[src/rtl/pwlt_pkg.sv]
// pwlt_pkg: shared types and constants for the trajectory lookup table
// used by the interfaces, controller, datapath and top level
package pwlt_pkg;

  localparam int unsigned MaxPointsDef = 256;
  localparam int unsigned FracBitsDef  = 16;
  localparam int unsigned DataW        = 32;
  localparam int unsigned NumChan      = 6;

  localparam logic [1:0] OpClear  = 2'd0;
  localparam logic [1:0] OpAppend = 2'd1;
  localparam logic [1:0] OpQuery  = 2'd2;
  localparam logic [1:0] OpNop    = 2'd3;

  localparam logic [1:0] StDone  = 2'd0;
  localparam logic [1:0] StFull  = 2'd1;
  localparam logic [1:0] StEmpty = 2'd2;

  // datapath commands from the controller
  typedef struct packed {
    logic capture;     // latch input beat
    logic wr_en;       // write sample at count
    logic clr_cnt;     // clear count
    logic inc_cnt;     // bump count
    logic rd_req;      // read at rd_idx
    logic ld_t0;       // load first time from read data
    logic ld_tl;       // load last time from read data
    logic ld_ta;       // load scan left time
    logic ld_tb;       // load scan right time
    logic ld_pa;       // load left point
    logic ld_pb;       // load right point
    logic div_start;   // start divider
    logic mul_step;    // one multiply step
    logic set_status;  // write result fields
    logic [1:0] res_kind;  // 0 zero, 1 left point, 2 interpolated
  } pwlt_cmd_t;

  // datapath status to the controller
  typedef struct packed {
    logic [1:0] op;
    logic       empty;
    logic       full;
    logic       le_t0;
    logic       ge_tl;
    logic       in_seg;
    logic       dt_pos;
    logic       div_done;
    logic       mul_last;
  } pwlt_sts_t;

  localparam logic [1:0] ResZero   = 2'd0;
  localparam logic [1:0] ResPoint  = 2'd1;
  localparam logic [1:0] ResInterp = 2'd2;

endpackage

[src/rtl/pwlt_ctrl.sv]
// pwlt_ctrl: sequencer for clear, append and query beats
// depends on pwlt_pkg
module pwlt_ctrl import pwlt_pkg::*; #(
  parameter int unsigned MaxPoints = MaxPointsDef,
  localparam int unsigned AddrW    = $clog2(MaxPoints),
  localparam int unsigned CntW     = $clog2(MaxPoints + 1)
) (
  input  logic            clk_i,
  input  logic            rst_ni,
  input  logic            in_valid_i,
  output logic            in_ready_o,
  output logic            out_valid_o,
  input  logic            out_ready_i,
  input  pwlt_sts_t       sts_i,
  input  logic [CntW-1:0] count_i,
  output pwlt_cmd_t       cmd_o,
  output logic [AddrW-1:0] rd_idx_o
);
  localparam logic [3:0] SIdle  = 4'd0;
  localparam logic [3:0] SDec   = 4'd1;
  localparam logic [3:0] SRd0   = 4'd2;
  localparam logic [3:0] SRdL   = 4'd3;
  localparam logic [3:0] SEnds  = 4'd4;
  localparam logic [3:0] SScanA = 4'd5;
  localparam logic [3:0] SScanB = 4'd6;
  localparam logic [3:0] SChk   = 4'd7;
  localparam logic [3:0] SFb    = 4'd8;
  localparam logic [3:0] SFbB   = 4'd9;
  localparam logic [3:0] SDiv   = 4'd10;
  localparam logic [3:0] SMul   = 4'd11;
  localparam logic [3:0] SRes   = 4'd12;
  localparam logic [3:0] SOut   = 4'd13;
  localparam logic [3:0] SWait  = 4'd14;
  localparam logic [3:0] SSeg   = 4'd15;

  logic [3:0] st_q, st_d;
  logic [AddrW-1:0] idx_q, idx_d;
  logic [1:0] kind_q, kind_d;
  logic [AddrW-1:0] last;

  assign last = AddrW'(count_i - CntW'(1));
  assign in_ready_o  = (st_q == SIdle);
  assign out_valid_o = (st_q == SOut);

  always_ff @(posedge clk_i or negedge rst_ni) begin
    if (!rst_ni) begin
      st_q   <= SIdle;
      idx_q  <= '0;
      kind_q <= ResZero;
    end else begin
      st_q   <= st_d;
      idx_q  <= idx_d;
      kind_q <= kind_d;
    end
  end

  // next state and commands
  always_comb begin
    st_d = st_q;
    idx_d = idx_q;
    kind_d = kind_q;
    cmd_o = '0;
    cmd_o.res_kind = kind_q;
    rd_idx_o = idx_q;
    unique case (st_q)
      SIdle: begin
        cmd_o.capture = in_valid_i;
        if (in_valid_i) st_d = SDec;
      end
      SDec: begin
        kind_d = ResZero;
        unique case (sts_i.op)
          OpClear:  begin cmd_o.clr_cnt = 1'b1; st_d = SRes; end
          OpAppend: begin
            if (!sts_i.full) begin
              cmd_o.wr_en = 1'b1;
            end
            st_d = SWait;
          end
          OpQuery: begin
            if (sts_i.empty) st_d = SRes;
            else begin
              rd_idx_o = '0; cmd_o.rd_req = 1'b1; st_d = SRd0;
            end
          end
          default: st_d = SRes;
        endcase
      end
      SWait: begin
        // count bump after the write
        cmd_o.set_status = 1'b1;
        if (!sts_i.full) cmd_o.inc_cnt = 1'b1;
        st_d = SOut;
      end
      SRd0: begin
        cmd_o.ld_t0 = 1'b1; cmd_o.ld_ta = 1'b1; cmd_o.ld_pa = 1'b1;
        rd_idx_o = last; cmd_o.rd_req = 1'b1;
        st_d = SRdL;
      end
      SRdL: begin
        cmd_o.ld_tl = 1'b1; cmd_o.ld_pb = 1'b1;
        st_d = SEnds;
      end
      SEnds: begin
        if (sts_i.le_t0) begin
          kind_d = ResPoint; st_d = SRes;
        end else if (sts_i.ge_tl) begin
          // last point: move it to the left register
          rd_idx_o = last; cmd_o.rd_req = 1'b1;
          kind_d = ResPoint; idx_d = last; st_d = SFbB;
        end else begin
          idx_d = '0; rd_idx_o = AddrW'(1); cmd_o.rd_req = 1'b1;
          st_d = SScanB;
        end
      end
      SScanA: begin
        // read left of candidate idx
        rd_idx_o = idx_q; cmd_o.rd_req = 1'b1; st_d = SChk;
      end
      SChk: begin
        cmd_o.ld_ta = 1'b1;
        rd_idx_o = idx_q + AddrW'(1); cmd_o.rd_req = 1'b1;
        st_d = SScanB;
      end
      SScanB: begin
        if (sts_i.in_seg) begin
          cmd_o.ld_tb = 1'b1; cmd_o.ld_pb = 1'b1;
          rd_idx_o = idx_q; cmd_o.rd_req = 1'b1;
          st_d = SSeg; kind_d = ResInterp;
        end else if (idx_q + AddrW'(1) >= last) begin
          idx_d = '0; rd_idx_o = '0; cmd_o.rd_req = 1'b1; st_d = SFb;
          kind_d = ResInterp;
        end else begin
          idx_d = idx_q + AddrW'(1); st_d = SScanA;
        end
      end
      SSeg: begin
        // left point of the found segment
        cmd_o.ld_pa = 1'b1; st_d = SDiv;
      end
      SFb: begin
        cmd_o.ld_ta = 1'b1; cmd_o.ld_pa = 1'b1;
        rd_idx_o = AddrW'(1); cmd_o.rd_req = 1'b1;
        st_d = SFbB; idx_d = '0;
      end
      SFbB: begin
        if (kind_q == ResPoint) begin
          cmd_o.ld_pa = 1'b1; st_d = SRes;
        end else begin
          // right point of the fallback segment
          cmd_o.ld_tb = 1'b1; cmd_o.ld_pb = 1'b1;
          st_d = SDiv;
        end
      end
      SDiv: begin
        if (!sts_i.dt_pos) begin
          kind_d = ResPoint; st_d = SRes;
        end else begin
          cmd_o.div_start = 1'b1; st_d = SMul;
        end
      end
      SMul: begin
        if (sts_i.div_done) begin
          cmd_o.mul_step = 1'b1;
          if (sts_i.mul_last) st_d = SRes;
        end
      end
      SRes: begin
        cmd_o.set_status = 1'b1; st_d = SOut;
      end
      SOut: begin
        if (out_ready_i) st_d = SIdle;
      end
      default: st_d = SIdle;
    endcase
  end

  // only one of in_ready and out_valid at a time
  assert property (@(posedge clk_i) disable iff (!rst_ni) !(in_ready_o && out_valid_o))
    else $error("ready and valid overlap");
  // result follows its setup
  assert property (@(posedge clk_i) disable iff (!rst_ni)
    cmd_o.set_status |=> out_valid_o) else $error("result not shown");
  // no writes outside decode
  assert property (@(posedge clk_i) disable iff (!rst_ni)
    cmd_o.wr_en |-> (st_q == SDec)) else $error("stray write");
endmodule

[config.mk]
export PLATFORM = sky130hd
export DESIGN_NAME = pwlt_ctrl
export DESIGN_NICKNAME = d
export VERILOG_FILES = /design/src/rtl/pwlt_pkg.sv /design/src/rtl/pwlt_ctrl.sv
export SDC_FILE = /design/constraint.sdc
export NUM_CORES = 1
export LEC_CHECK = 0
export ABC_AREA = 1
export BUFFER_PORTS_ARGS = -buffer_cell sky130_fd_sc_hd__buf_2
export CORE_MARGIN = 2
export CORE_UTILIZATION = 54
export DETAILED_ROUTE_END_ITERATION = 16
export PLACE_DENSITY_LB_ADDON = 0.2
export SETUP_SLACK_MARGIN = 0.4
export SYNTH_ARGS = -nofsm -noshare
export SYNTH_HDL_FRONTEND = slang
export SYNTH_SLANG_ARGS = --single-unit
[constraint.sdc]
create_clock -name clk_i -period 2.5 [get_ports clk_i]
set_input_delay 0.25 -clock clk_i [delete_from_list [all_inputs] [get_ports clk_i]]
set_output_delay 0.25 -clock clk_i [all_outputs]
set_load 0.05 [all_outputs]
==> reports/qor.csv <==
metric,value,unit
routed length per placed instance,19.6,µm
largest net degree at the start of global routing,17,
Worst R2R Setup Slack,-0.13,ns
crit share post-route,120,%
clock buffer depth,2,
Syn Nets,360,
RSZ-0062 raised after global routing,true,
depth of the CTS H-tree,1,
status,"complete, but fails checks",
clock latency at the later pin of the worst-skew pair,0.32,ns
vias in the first global route,2604,
Via density,6.31,
Ys Warns,0,
CTS tree,done,
die area,3990,µm²
Avg Inst Size Synth,5.83,µm²
crit end category,output port,
register area share after synthesis,18.5,%
"Distinct cells, synth",31,
Fin. Hold Viols,0,
DRT Wirelength,9.29,mm
critical path data required time,2.25,ns
Iter 0 DRT Violations,551,
Hold Path Class,in2reg,
nets,464,
antenna cells,0,
worst setup margin,-0.491,ns
Max Cap Viol,0,
clock skew,0.0123,ns
crit-path max FO,7,
Final Non-Filler Cells,473,
layout cells sized above 1,43.1,%
CP most frequent cell,nand2_1,
Rows,21,
register area,355,µm²
vias,2983,
Syn-to-layout area delta,59.4,%
Worst slew margin,67.6,%
CP Cell Sequence,buf_2 > nor2_1 > nand3_1 > o21bai_1 > nand2_1 > ha_4 > nand2_1 > o21a_1 > nand3_4 > nand4_4 > nand2_2 > nand2_4 > buf_6,
Core Box Area,3340,µm²
CP peak stage delay,0.32,ns
dpl cells,442,
initial antenna violation count,0,
router iterations before antenna repair,10,
Worst-Margin Slew,0.481,ns
TritonCTS Buffers,3,
#FFs+latches synth,14,
post-route minimum period,2.99,ns
Critical Path Slowest Stage Cell,ha_4,
Slew Limit Fails,0,
WS Path Type,in2out,
DRC viols,0,
Synth Cell Area,1890,µm²
CP Data Arrival Time,2.74,ns
global-route wire length before repair,11.7,mm
chip height,63.2,µm
clk sinks,14,
GPL Wtd Cong,1.01,
highest-count cells in the layout ignoring fill and taps,"nand2_1 (71), buf_4 (51), inv_1 (48)",
initial core utilization,56.6,%
Final HPWL DP,4.68,mm
CTS Root Cell,clkbuf_4,
Achievable Freq,0.334,GHz
"commonest non-fill, non-tap cell in the layout",nand2_1,
clock-pin slew on the worst setup and hold paths,0.11,ns
remaining antenna violation count,0,
Setup crit start kind,primary input,
top-level I/O count,49,
total global routing overflow,0,
number of port buffers,47,
Final Setup Violations,17,
total track usage,37.3,%
post-synthesis cell count,324,
die width,63.2,µm
Multi-input gate area,1600,µm²
failing checks,negative setup slack,
FILL cells,164,
Yosys cell counts:
cell       number  area share (%)
dfrtp_1        14              19
nand4_2         1            0.66
a211oi_1        2            0.79
or2_2           1            0.33
a21boi_2        4             2.4
o21ai_1         1            0.26
nor2_2          1            0.33
o21a_1          1            0.40
o2111ai_1       2            0.93
o31ai_1         1            0.40
inv_2           4            0.79
buf_6           1            0.60
nand3_1        18             4.8
o21ai_0        10             2.6
o22ai_1         3            0.99
nor3_1          7             1.9
nor4_1          1            0.33
a21boi_1        3             1.2
nand4_1         8             2.6
nor3b_1         1            0.40
nand3_2         1            0.53
nor2_4          2             1.2
o21bai_1        1            0.40
nand2_2         7             2.3
nor2_1         42             8.3
nand2_1        99              20
a21oi_1        15             4.0
ha_1           13             8.6
xor2_1          4             1.9
nand3_4         1            0.93
inv_1          55              11
registers in the layout, indices dropped and copies added, names as in the netlist:
| name | cells |
|---|---|
| idx_q | 8 |
| kind_q | 2 |
| st_q | 4 |
area by class of cell:
type,instances,area share [%]
tap,46,1.91
inverter,59,7.73
timing repair buffer,100,24.1
sequential,14,11.8
clock buffer,4,1.20
multi-input combinational,250,53.2
final timing paths:
| kind | startpoint | to | cells past startpoint |
|---|---|---|---|
| min in group asynchronous | rst_ni | idx_q[5] | 2 |
| max in group asynchronous | rst_ni | idx_q[1] | 2 |
| max reg2reg | idx_q[0] | idx_q[4] | 15 |
| min reg2reg | kind_q[1] | kind_q[1] | 2 |
| max | count_i[3] | rd_idx_o[1] | 13 |
| min | out_ready_i | st_q[2] | 4 |
stage by stage:
| step | worst slack [ns] | TNS (ns) | hold slack (ns) | utilization, % | instance area (µm²) |
|---|---|---|---|---|---|
| global route | -0.561 | -5.95 | 0.190 | 90.3 | 3010 |
| finish | -0.491 | -4.88 | 0.178 | 90.3 | 3010 |
| CTS | -0.276 | -2.23 | 0.201 | 83.4 | 2780 |
| floorplan | 0.249 | 0 | -0.0456 | - | 2010 |
| global placement | -0.0803 | -0.580 | 0.180 | 74.6 | 2490 |
| detailed placement | -0.158 | -1.47 | 0.175 | 74.6 | 2490 |
worst max-delay path: cells and delay by family:
family / cells / cell delay, ns
buf+inv: 2 / 0.29
compound gates: 2 / 0.51
simple gates: 8 / 1.36
fa+ha+maj: 1 / 0.32
kinds of logic after synthesis:
kind of cell,synth area share (%)
buffers and inverters,12.3
adders and majority gates,8.61
xor gates and xnor gates,1.85
DFF,18.5
and+or+nand+nor,44.3
AOI/OAI and AO/OA,14.4
per-layer routing:
layer	GRT usage (%)	share of wire, %	routed length (µm)	up-vias
met5	0	0	0	-
met4	17.5	8.7	811	0
met3	9.64	13	1200	123
met2	63.8	45	4150	317
met1	43.3	34	3120	1309
li1	-	-	-	1234
what timing repair did:
| item | 4_1_cts | 5_1_grt |
|---|---|---|
| pin swaps | 22 | 12 |
| endpoints found under the setup margin | 22 | 25 |
| gates cloned | 0 | 0 |
| gates resized for setup | 33 | 46 |
| hold buffers | 1 | 0 |
| buffers inserted | 17 | 9 |
| endpoints found under the hold margin | 14 | 0 |
Power is not shown: default switching activity piles up to over one toggle a cycle in this logic, so the estimate is an artifact.
